$ cat config.mk
export PLATFORM = sky130hd
export DESIGN_NAME = thyristor_phase_soft_start
export DESIGN_NICKNAME = d
export VERILOG_FILES = /design/src/sv/tpss_pkg.sv /design/src/sv/thyristor_phase_soft_start.sv
export VERILOG_INCLUDE_DIRS = /design/src /design/src/sv
export SDC_FILE = /design/constraint.sdc
export NUM_CORES = 1
export LEC_CHECK = 0
export ABC_AREA = 1
export CAP_MARGIN = 15
export CORE_MARGIN = 2
export CORE_UTILIZATION = 35
export DETAILED_ROUTE_END_ITERATION = 12
export DONT_BUFFER_PORTS = 1
export PLACE_DENSITY_LB_ADDON = 0.12
export REMOVE_ABC_BUFFERS = 1
export SLEW_MARGIN = 20
export SYNTH_ARGS = -nofsm -noshare
export SYNTH_HDL_FRONTEND = slang
export SYNTH_SLANG_ARGS = --single-unit
$ cat constraint.sdc
create_clock -name clock -period 6.45 [get_ports clock]
set_clock_uncertainty 0.1 [all_clocks]
set_input_delay 1.29 -clock clock [delete_from_list [all_inputs] [get_ports clock]]
set_output_delay 1.29 -clock clock [all_outputs]
set_load 0.05 [all_outputs]
$ cat src/sv/thyristor_phase_soft_start_assert.svh
// assertion macros for the thyristor phase soft starter
`ifndef THYRISTOR_PHASE_SOFT_START_ASSERT_SVH
`define THYRISTOR_PHASE_SOFT_START_ASSERT_SVH

`ifndef SYNTHESIS
`define TPSS_ASSERT_SAME(label, clk, rst, ante, cons) \
   label: assert property (@(posedge clk) disable iff (rst) (ante) |-> (cons)) \
      else $error("tpss assertion failed");
`define TPSS_ASSERT_NEXT(label, clk, rst, ante, cons) \
   label: assert property (@(posedge clk) disable iff (rst) (ante) |=> (cons)) \
      else $error("tpss assertion failed");
`else
`define TPSS_ASSERT_SAME(label, clk, rst, ante, cons)
`define TPSS_ASSERT_NEXT(label, clk, rst, ante, cons)
`endif

`endif

$ cat src/sv/tpss_pkg.sv
// types and constants of the thyristor phase soft starter
package tpss_pkg;

   localparam int unsigned ANGLE_W     = 10;
   localparam int unsigned PULSE_W     = 8;
   localparam int unsigned DECIM_W     = 8;
   localparam int unsigned LEVEL_W     = 24;
   localparam int unsigned CSR_IDX_W   = 3;
   localparam int unsigned CSR_DATA_W  = 24;
   localparam int unsigned REQ_FIELD_W = 27;
   localparam int unsigned REQ_DATA_W  = 32;
   localparam int unsigned RSP_FIELD_W = 13;
   localparam int unsigned RSP_DATA_W  = 16;

   localparam logic [ANGLE_W-1:0] INITIAL_ANGLE_RST   = 10'd270;
   localparam logic [ANGLE_W-1:0] MIN_ANGLE_RST       = 10'd110;
   localparam logic [PULSE_W-1:0] PULSE_TICKS_RST     = 8'd25;
   localparam logic [DECIM_W-1:0] DECIMATION_RST      = 8'd20;
   localparam logic [LEVEL_W-1:0] START_THRESHOLD_RST = 24'd8388608;

   typedef enum logic [CSR_IDX_W-1:0] {
      CSR_INITIAL_ANGLE   = 3'd0,
      CSR_MIN_ANGLE       = 3'd1,
      CSR_PULSE_TICKS     = 3'd2,
      CSR_DECIMATION      = 3'd3,
      CSR_START_THRESHOLD = 3'd4
   } csr_index_type;

   typedef struct packed {
      logic [ANGLE_W-1:0] angle_now;
      logic               fully_on;
      logic               lower_gate;
      logic               upper_gate;
   } rsp_type;

endpackage

$ cat src/sv/thyristor_phase_soft_start.sv
// thyristor phase soft starter: two firing channels, angle ramp and latch-on
// each accepted req transaction is registered into the output buffer that drives rsp_tvalid
// throughput of one transaction per cycle while req_tready is high; a two-entry output buffer absorbs a stall
// req_tready is low only while both output entries are full
// synchronous active-high reset restores register defaults, angle 270, all channels idle
// initial_angle writes are accepted but the fire angle only reloads to 270 at reset
`include "thyristor_phase_soft_start_assert.svh"

module thyristor_phase_soft_start #(
   parameter int unsigned COUNTER_BITS = 16
) (
   input  logic                                  clock,
   input  logic                                  reset,
   input  logic                                  req_tvalid,
   output logic                                  req_tready,
   // pos_zero_cross, neg_zero_cross, slow_tick, bus_level[23:0], zero fill
   input  logic [tpss_pkg::REQ_DATA_W-1:0]       req_tdata,
   output logic                                  rsp_tvalid,
   input  logic                                  rsp_tready,
   // upper_gate, lower_gate, fully_on, angle_now[9:0], zero fill
   output logic [tpss_pkg::RSP_DATA_W-1:0]       rsp_tdata,
   input  logic                                  csr_we,
   input  logic [tpss_pkg::CSR_IDX_W-1:0]        csr_index,
   input  logic [tpss_pkg::CSR_DATA_W-1:0]       csr_wdata
);

   localparam logic [COUNTER_BITS-1:0] CNT_MAX = {COUNTER_BITS{1'b1}};

   logic [tpss_pkg::ANGLE_W-1:0] min_angle_ff;
   logic [tpss_pkg::PULSE_W-1:0] pulse_ticks_ff;
   logic [tpss_pkg::DECIM_W-1:0] decimation_ff;
   logic [tpss_pkg::LEVEL_W-1:0] start_threshold_ff;

   logic [COUNTER_BITS-1:0] angle_cnt_ff [2];
   logic [COUNTER_BITS-1:0] angle_cnt_in [2];
   logic [COUNTER_BITS-1:0] pulse_cnt_ff [2];
   logic [COUNTER_BITS-1:0] pulse_cnt_in [2];
   logic [1:0]              armed_ff, armed_in;
   logic [1:0]              pulsing_ff, pulsing_in;
   logic [tpss_pkg::ANGLE_W-1:0] gate_angle_ff, gate_angle_in;
   logic [tpss_pkg::DECIM_W-1:0] decim_cnt_ff, decim_cnt_in;
   logic                         latched_ff, latched_in;

   logic                   out_valid_ff, skid_valid_ff;
   tpss_pkg::rsp_type      out_ff, skid_ff;
   tpss_pkg::rsp_type      result;

   logic                         req_accept, rsp_pop;
   logic [1:0]                   zero_cross;
   logic                         slow_tick;
   logic [tpss_pkg::LEVEL_W-1:0] bus_level;
   logic [tpss_pkg::DECIM_W:0]   decim_next;

   assign zero_cross = req_tdata[1:0];
   assign slow_tick  = req_tdata[2];
   assign bus_level  = req_tdata[tpss_pkg::REQ_FIELD_W-1:3];

   assign req_tready = !skid_valid_ff;
   assign req_accept = req_tvalid && req_tready;
   assign rsp_pop    = out_valid_ff && rsp_tready;
   assign rsp_tvalid = out_valid_ff;
   assign rsp_tdata  = {{(tpss_pkg::RSP_DATA_W - tpss_pkg::RSP_FIELD_W){1'b0}}, out_ff};

   // configuration registers
   always_ff @(posedge clock) begin
      if (reset) begin
         min_angle_ff       <= tpss_pkg::MIN_ANGLE_RST;
         pulse_ticks_ff     <= tpss_pkg::PULSE_TICKS_RST;
         decimation_ff      <= tpss_pkg::DECIMATION_RST;
         start_threshold_ff <= tpss_pkg::START_THRESHOLD_RST;
      end else if (csr_we) begin
         unique case (csr_index)
            tpss_pkg::CSR_INITIAL_ANGLE: begin
            end
            tpss_pkg::CSR_MIN_ANGLE: begin
               min_angle_ff <= csr_wdata[tpss_pkg::ANGLE_W-1:0];
            end
            tpss_pkg::CSR_PULSE_TICKS: begin
               pulse_ticks_ff <= csr_wdata[tpss_pkg::PULSE_W-1:0];
            end
            tpss_pkg::CSR_DECIMATION: begin
               decimation_ff <= csr_wdata[tpss_pkg::DECIM_W-1:0];
            end
            tpss_pkg::CSR_START_THRESHOLD: begin
               start_threshold_ff <= csr_wdata;
            end
            default: begin
            end
         endcase
      end
   end

   // per-transaction next state
   always_comb begin
      for (int ch = 0; ch < 2; ch++) begin
         angle_cnt_in[ch] = zero_cross[ch] ? '0 : angle_cnt_ff[ch];
         armed_in[ch]     = zero_cross[ch] | armed_ff[ch];
         pulse_cnt_in[ch] = pulse_cnt_ff[ch];
         pulsing_in[ch]   = pulsing_ff[ch];
         if (!latched_ff) begin
            angle_cnt_in[ch] = (angle_cnt_in[ch] == CNT_MAX) ? CNT_MAX
                                                             : angle_cnt_in[ch] + 1'b1;
            pulse_cnt_in[ch] = (pulse_cnt_in[ch] == CNT_MAX) ? CNT_MAX
                                                             : pulse_cnt_in[ch] + 1'b1;
            if (armed_in[ch] &&
                angle_cnt_in[ch] > COUNTER_BITS'(gate_angle_ff)) begin
               armed_in[ch]     = 1'b0;
               pulsing_in[ch]   = 1'b1;
               pulse_cnt_in[ch] = '0;
            end
            if (pulsing_in[ch] && pulse_cnt_in[ch] > COUNTER_BITS'(pulse_ticks_ff)) begin
               pulsing_in[ch] = 1'b0;
            end
         end
      end

      latched_in    = latched_ff;
      decim_cnt_in  = decim_cnt_ff;
      gate_angle_in = gate_angle_ff;
      decim_next    = {1'b0, decim_cnt_ff} + 1'b1;
      if (slow_tick) begin
         priority if (!latched_ff && bus_level > start_threshold_ff) begin
            latched_in = 1'b1;
         end else if (!latched_ff) begin
            if (decimation_ff != '0 && decim_next >= {1'b0, decimation_ff}) begin
               decim_cnt_in = '0;
            end else begin
               decim_cnt_in = decim_next[tpss_pkg::DECIM_W-1:0];
            end
            if (decim_cnt_in == '0 && gate_angle_ff > min_angle_ff) begin
               gate_angle_in = gate_angle_ff - 1'b1;
            end
         end else begin
            latched_in = latched_ff;
         end
      end

      result.upper_gate = latched_in | pulsing_in[0];
      result.lower_gate = latched_in | pulsing_in[1];
      result.fully_on   = latched_in;
      result.angle_now  = gate_angle_in;
   end

   // state registers
   always_ff @(posedge clock) begin
      if (reset) begin
         for (int ch = 0; ch < 2; ch++) begin
            angle_cnt_ff[ch] <= '0;
            pulse_cnt_ff[ch] <= '0;
         end
         armed_ff      <= '0;
         pulsing_ff    <= '0;
         gate_angle_ff <= tpss_pkg::INITIAL_ANGLE_RST;
         decim_cnt_ff  <= '0;
         latched_ff    <= 1'b0;
      end else if (req_accept) begin
         for (int ch = 0; ch < 2; ch++) begin
            angle_cnt_ff[ch] <= angle_cnt_in[ch];
            pulse_cnt_ff[ch] <= pulse_cnt_in[ch];
         end
         armed_ff      <= armed_in;
         pulsing_ff    <= pulsing_in;
         gate_angle_ff <= gate_angle_in;
         decim_cnt_ff  <= decim_cnt_in;
         latched_ff    <= latched_in;
      end
   end

   // two-entry output buffer
   always_ff @(posedge clock) begin
      if (reset) begin
         out_valid_ff  <= 1'b0;
         skid_valid_ff <= 1'b0;
      end else begin
         if (req_accept) begin
            if (!out_valid_ff || rsp_pop) begin
               out_valid_ff <= 1'b1;
            end else begin
               skid_valid_ff <= 1'b1;
            end
         end else if (rsp_pop) begin
            out_valid_ff  <= skid_valid_ff;
            skid_valid_ff <= 1'b0;
         end
      end
   end

   always_ff @(posedge clock) begin
      if (req_accept) begin
         if (!out_valid_ff || rsp_pop) begin
            out_ff <= result;
         end else begin
            skid_ff <= result;
         end
      end else if (rsp_pop) begin
         out_ff <= skid_ff;
      end
   end

   `TPSS_ASSERT_SAME(a_skid_behind_out, clock, reset, skid_valid_ff, out_valid_ff)
   `TPSS_ASSERT_NEXT(a_latch_holds, clock, reset, latched_ff, latched_ff)
   `TPSS_ASSERT_NEXT(a_angle_never_rises, clock, reset, 1'b1,
                     gate_angle_ff <= $past(gate_angle_ff))

endmodule

==> results of run 1 <==
worst max-delay path: cells and delay by family:
family	cells	cell delay (ns)
AOI/OAI and AO/OA	6	0.75
adders and majority gates	3	0.68
buffers and inverters	8	0.79
and+or+nand+nor	20	2.15
layout make-up:
| type | instances | area [um^2] |
|---|---|---|
| clock buffers | 17 | 425 |
| clock inverters | 15 | 156 |
| fillers | 3328 | 19400 |
| inverters | 214 | 803 |
| multi-input cells | 1023 | 5810 |
| flip-flops and latches | 165 | 4200 |
| well taps | 402 | 503 |
| repair buffers | 13 | 97.6 |
per-stage QoR:
step / setup slack (ns) / power [mW]
6_report: 0.937 / 2.72
3_3_place_gp: 0.476 / 1.71
5_1_grt: 0.372 / 2.87
3_5_place_dp: 0.421 / 1.71
4_1_cts: 0.874 / 2.76
2_1_floorplan: 0.860 / 1.59
worst max path at each step:
stage                            start                      to  depth (start not counted)
after floorplan           req_tdata[0]  rsp_tdata[0]$_DFFE_PP_                         40
final                     req_tdata[1]  rsp_tdata[1]$_DFFE_PP_                         37
after CTS                 req_tdata[1]  rsp_tdata[1]$_DFFE_PP_                         37
after global routing      req_tdata[1]  rsp_tdata[1]$_DFFE_PP_                         39
after global placement    req_tdata[1]  rsp_tdata[1]$_DFFE_PP_                         37
after detailed placement  req_tdata[1]  rsp_tdata[1]$_DFFE_PP_                         37
flip-flops by register name (all words and copies together), names as in the netlist:
| register | cells |
|---|---|
| pulsing_ff | 2 |
| angle_cnt_ff | 32 |
| skid_ff | 13 |
| skid_valid_ff | 1 |
| decimation_ff | 8 |
| min_angle_ff | 10 |
| pulse_cnt_ff | 32 |
| latched_ff | 1 |
| decim_cnt_ff | 8 |
| pulse_ticks_ff | 8 |
| armed_ff | 2 |
| rsp_tvalid | 1 |
| gate_angle_ff | 10 |
| start_threshold_ff | 24 |
| rsp_tdata | 13 |
placed cells by master, fill, tap and decap left out, types with 3 or more instances in the layout:
cell,count
nor2_1,144
nor3_1,19
inv_2,7
o21ai_1,5
a21oi_1,112
a211oi_2,6
or2_2,5
edfxtp_1,90
o21a_1,4
nand4_1,33
nand2_2,14
a211oi_1,19
inv_6,3
inv_8,6
nand2_1,294
nor4_1,5
clkbuf_16,17
nand3b_1,4
xnor2_1,11
nand3_1,67
dfxtp_1,75
a21o_1,5
nor2_4,4
nand3_2,9
xor2_1,18
o211ai_1,15
buf_4,13
nand2_4,5
inv_1,206
ha_1,84
o31ai_1,4
o21ai_0,88
a21oi_2,3
o21ai_2,7
conb_1,3
nor2_2,18
power groups by stage:
stage | logic (mW) | registers [mW] | clock network (mW)
global route | 0.497 | 1.27 | 1.11
detailed placement | 0.430 | 1.28 | 0
CTS | 0.432 | 1.26 | 1.07
global placement | 0.425 | 1.28 | 0
finish | 0.427 | 1.26 | 1.03
floorplan | 0.321 | 1.27 | 0
metal layers:
metal,track usage,vias up,share of wire
li1,-,4809,-
met1,0.234,4168,0.49
met2,0.298,106,0.47
met3,0.0355,23,0.033
met4,0.0413,0,0.011
met5,0,-,0
kinds of logic after synthesis:
group | share of synthesized area
adders and majority gates | 0.0947
AOI/OAI and AO/OA | 0.149
xor gates and xnor gates | 0.0244
and+or+nand+nor | 0.253
DFF | 0.379
buffers and inverters | 0.0996
other | 0.000338
==> results.sh, run 1 <==
export IMPL_outcome="finished, final reports clean"
export IMPL_netlist_area_leader_share=0.244
export IMPL_grt_pass1_vias=9034
export IMPL_p_sw_frac=0.323
export IMPL_setup_tns_ns=0
export IMPL_cts_setup_buffers=0
export IMPL_numCtsBuffers=17
export IMPL_yosys_warnings=0
export IMPL_hold_buffers=0
export IMPL_peakVddDrop_v=0.000201
export IMPL_timing_final_max_slew_violations=0
export IMPL_post_route_util=0.382
export IMPL_cp_required_ns=6.65
export IMPL_synth_most_common_cell="nand2_1"
export IMPL_clk_path_buf_depth=2
export IMPL_htreeDepth=4
export IMPL_hold_path_end="pulsing_ff[1]$_SDFFE_PP0P_"
export IMPL_clock_latency_ns=0.44
export IMPL_initial_core_util=0.353
export IMPL_arrival_ns=5.71
export IMPL_yosysSeqAreaShare=0.379
export IMPL_synth_avg_cell_area_um2=7.66
export IMPL_max_cap_violations=0
export IMPL_first_pass_iters=5
export IMPL_crit_top_cell="nand2_1"
export IMPL_worst_r2r_startpoint="angle_cnt_ff[0][16]$_SDFFCE_PN0P_"
export IMPL_wire_per_inst_um=15.1
export IMPL_gr_total_overflow=0
export IMPL_drtIter0Drc=489
export IMPL_drt_total_wl_mm=27.8
export IMPL_row_count=65
export IMPL_timing_hold_ws_ns=0.354
export IMPL_io_pins=82
export IMPL_via_count=9106
export IMPL_min_path_cells=2
export IMPL_synth_seq_cells=165
export IMPL_endpoint_kind="flip-flop"
export IMPL_regToRegSetupSlack_ns=1.45
export IMPL_critPathMaxStageDelay_ns=0.26
export IMPL_hold_viol=0
export IMPL_drc=0
export IMPL_fmax_mhz=181
export IMPL_antenna_left=0
export IMPL_min_period_ns=5.51
export IMPL_crit_fanout=14
export IMPL_path_class="in -> reg"
export IMPL_setup_viol=0
export IMPL_grt_setup_unrepaired="no"
export IMPL_ys_top_cells_by_area="edfxtp_1, dfxtp_1, nand2_1"
export IMPL_track_usage=0.177
export IMPL_grt_max_degree=58
export IMPL_r2r_end="rsp_tdata[1]$_DFFE_PP_"
export IMPL_grt_pass1_wl_mm=47.2
export IMPL_synth_common_cells="nand2_1, inv_1, nor2_1"
export IMPL_p_seq_frac=0.463
export IMPL_cts_reportedPaths_clkPinSlew_ns=0.08
export IMPL_p_int_mw=1.84
export IMPL_dp_cells=1817
export IMPL_r2r_cells=36
export IMPL_gp_congestion=0.812
export IMPL_cts_tree="built"
export IMPL_clkPwrFrac=0.380
export IMPL_portBuffers=0
export IMPL_cpMaxStageDelayCell="ha_1"
export IMPL_fin_crit_sh=0.855
export IMPL_die_area_mm2=0.0331
export IMPL_areaGrowthSynthToFinish_pct=8.13
export IMPL_yosysTopAreaCell="edfxtp_1"
export IMPL_antenna_found_initial=0
export IMPL_start_kind="input port"
export IMPL_syn_inst=1449
export IMPL_p_leak_nw=5.35
export IMPL_power_density_mw_per_mm2=227
export IMPL_drive_gt1_frac=0.0891
export IMPL_avgViaCountPerCell=4.92
export IMPL_clock_sinks=165
export IMPL_coreArea_mm2=0.0314
export IMPL_hp_class="reg -> reg"
export IMPL_ctsResizeCount=0
export IMPL_instances_no_fill=1849
export IMPL_cts_root_buf="clkbuf_16"
export IMPL_dp_hpwl_mm=20.0
export IMPL_synth_edf_count=90
export IMPL_worst_pin_slew_ns=1.10
export IMPL_die_y_um=182
export IMPL_hold_start="pulsing_ff[1]$_SDFFE_PP0P_"
export IMPL_synth_ff_type="edfxtp_1"
export IMPL_antenna_cells=0
export IMPL_p_sw_mw=0.879
export IMPL_combPwrFrac=0.157
export IMPL_finalInstanceArea_mm2=0.0120
export IMPL_layout_nets=1582
export IMPL_place_area_mm2=0.0114
export IMPL_synthArstFlopShare=0
export IMPL_syn_cell_area_mm2=0.0111
export IMPL_yosysUniqueCellTypes=52
export IMPL_max_slew_margin=0.266
export IMPL_die_x_um=182
No activity file was read; power rests on OpenSTA's default activity.
==> inputs of run 2 (changes only) <==
Settings changed: BUFFER_PORTS_ARGS from default to -buffer_cell sky130_fd_sc_hd__buf_2, DONT_BUFFER_PORTS 1 to default.
Clock period 6.45 ns to 5.7 ns, I/O delays scaled along.
==> results.sh, run 2 (synthesized netlist as in run 1, its figures left out) <==
export IMPL_coreArea_mm2=0.0314
export IMPL_p_leak_nw=5.73
export IMPL_initial_core_util=0.353
export IMPL_clock_sinks=165
export IMPL_die_area_mm2=0.0331
export IMPL_wl_met3_um=825
export IMPL_reg_top3="angle_cnt_ff: 32 flops, pulse_cnt_ff: 32 flops, start_threshold_ff: 24 flops"
export IMPL_clock_latency_ns=0.45
export IMPL_preCtsSetupSlack_ns=-0.0341
export IMPL_row_count=65
export IMPL_first_pass_iters=5
export IMPL_p_sw_mw=0.989
export IMPL_hold_viol=0
export IMPL_fill_cells=3281
export IMPL_gp_congestion=0.825
export IMPL_final_cell_mix="nand2_1, inv_1, nor2_1"
export IMPL_via_count=9448
export IMPL_hold_start="pulsing_ff[1]$_SDFFE_PP0P_"
export IMPL_p_int_mw=2.12
export IMPL_max_slew_margin=0.276
export IMPL_hold_buffers=0
export IMPL_start_kind="input port"
export IMPL_drtIter0Drc=491
export IMPL_p_seq_frac=0.446
export IMPL_p_sw_frac=0.318
export IMPL_cts_tree="built"
export IMPL_grt_pass1_wl_mm=47.4
export IMPL_layout_commonest_cell="nand2_1"
export IMPL_clkPwrFrac=0.370
export IMPL_worst_r2r_startpoint="angle_cnt_ff[0][17]$_SDFFCE_PN0P_"
export IMPL_timing_final_max_slew_violations=0
export IMPL_peakVddDrop_v=0.000207
export IMPL_grt_setup_unrepaired="no"
export IMPL_path_class="in -> reg"
export IMPL_crit_family="simple AND/OR/NAND/NOR gates"
export IMPL_die_y_um=182
export IMPL_routedLengthMet1_mm=14.2
export IMPL_areaGrowthSynthToFinish_pct=12.8
export IMPL_drc=0
export IMPL_avgViaCountPerCell=4.87
export IMPL_drive_gt1_frac=0.146
export IMPL_crit_top_cell="nand2_1"
export IMPL_portBuffers=73
export IMPL_track_usage=0.179
export IMPL_setup_viol=0
export IMPL_dp_hpwl_mm=20.5
export IMPL_setup_ws_ns=0.466
export IMPL_grt_pass1_vias=9267
export IMPL_antenna_cells=0
export IMPL_endpoint_kind="flip-flop"
export IMPL_clk_path_buf_depth=2
export IMPL_min_period_ns=5.23
export IMPL_antenna_found_initial=0
export IMPL_top_layer="met4"
export IMPL_die_x_um=182
export IMPL_grt_max_degree=58
export IMPL_outcome="finished, final reports clean"
export IMPL_numCtsBuffers=17
export IMPL_critPathMaxStageDelay_ns=0.31
export IMPL_arrival_ns=5.44
export IMPL_worst_pin_slew_ns=1.09
export IMPL_layout_nets=1674
export IMPL_setup_tns_ns=0
export IMPL_drt_total_wl_mm=28.4
export IMPL_cpMaxStageDelayCell="ha_1"
export IMPL_wl_met2_mm=12.9
export IMPL_cts_reportedPaths_clkPinSlew_ns=0.08
export IMPL_io_pins=82
export IMPL_combPwrFrac=0.184
export IMPL_gr_total_overflow=0
export IMPL_fmax_mhz=191
export IMPL_hp_class="reg -> reg"
export IMPL_max_cap_violations=0
export IMPL_fin_crit_sh=0.918
export IMPL_crit_buf_inv=4
export IMPL_cp_required_ns=5.90
export IMPL_cp_startpoint="req_tdata[1]"
export IMPL_cts_root_buf="clkbuf_16"
export IMPL_antenna_left=0
export IMPL_power_density_mw_per_mm2=249
export IMPL_wire_per_inst_um=14.6
export IMPL_htreeDepth=4
export IMPL_crit_fanout=9
-- run 2: area by class of cell --
| type | count | area [um^2] | share of cell area |
|---|---|---|---|
| flip-flops and latches | 165 | 4200 | 0.336 |
| well taps | 402 | 503 | 0.0402 |
| clock inverters | 14 | 114 | 0.00910 |
| multi-input cells | 1023 | 5820 | 0.465 |
| repair buffers | 105 | 622 | 0.0497 |
| clock buffers | 18 | 450 | 0.0360 |
| inverters | 214 | 803 | 0.0642 |
-- run 2: metrics by stage --
stage | cell area (um^2) | hold WS [ns] | utilization | std cells | power (mW)
3_5_place_dp | 11900 | 0.347 | 0.380 | 1907 | 1.99
6_report | 12500 | 0.354 | 0.399 | 1941 | 3.11
3_3_place_gp | 11900 | 0.341 | 0.380 | 1907 | 1.98
4_1_cts | 12500 | 0.358 | 0.398 | 1939 | 3.16
5_1_grt | 12500 | 0.378 | 0.399 | 1941 | 3.29
2_1_floorplan | 10800 | 0.325 | - | 1402 | 1.80
-- run 2: worst paths after layout --
path,cells after the start,slack (ns),endpoint
worst min register to register,2,0.35,pulsing_ff[1]$_SDFFE_PP0P_
worst max-delay path,36,0.47,rsp_tdata[1]$_DFFE_PP_
worst min-delay path,2,0.35,pulsing_ff[1]$_SDFFE_PP0P_
worst max register to register,34,0.98,rsp_tdata[1]$_DFFE_PP_
-- run 2: power by group through the flow --
| stage | registers (mW) | clock network, mW | logic [mW] |
|---|---|---|---|
| finish | 1.39 | 1.15 | 0.573 |
| global route | 1.40 | 1.24 | 0.657 |
| CTS | 1.39 | 1.20 | 0.579 |
| detailed placement | 1.41 | 0 | 0.576 |
| global placement | 1.41 | 0 | 0.569 |
| floorplan | 1.44 | 0 | 0.364 |
-- run 2: tightest hold or removal path: cells and delay by family (launching register included) --
family,cells,cell delay (ns)
AO/OA/AOI/OAI,1,0.05
flip-flops,1,0.31
AND/OR/NAND/NOR,1,0.05
-- run 2: layer usage --
metal	track usage	up-vias
met4	0.0465	0
li1	-	4979
met3	0.0299	28
met1	0.243	4324
met2	0.294	117
met5	0	-
-- run 2: timing repair --
item                                    4_1_cts  5_1_grt
endpoints found under the hold margin         0        0
resized for setup                             0        6
setup buffers                                 0        2
endpoints found under the setup margin        0        5
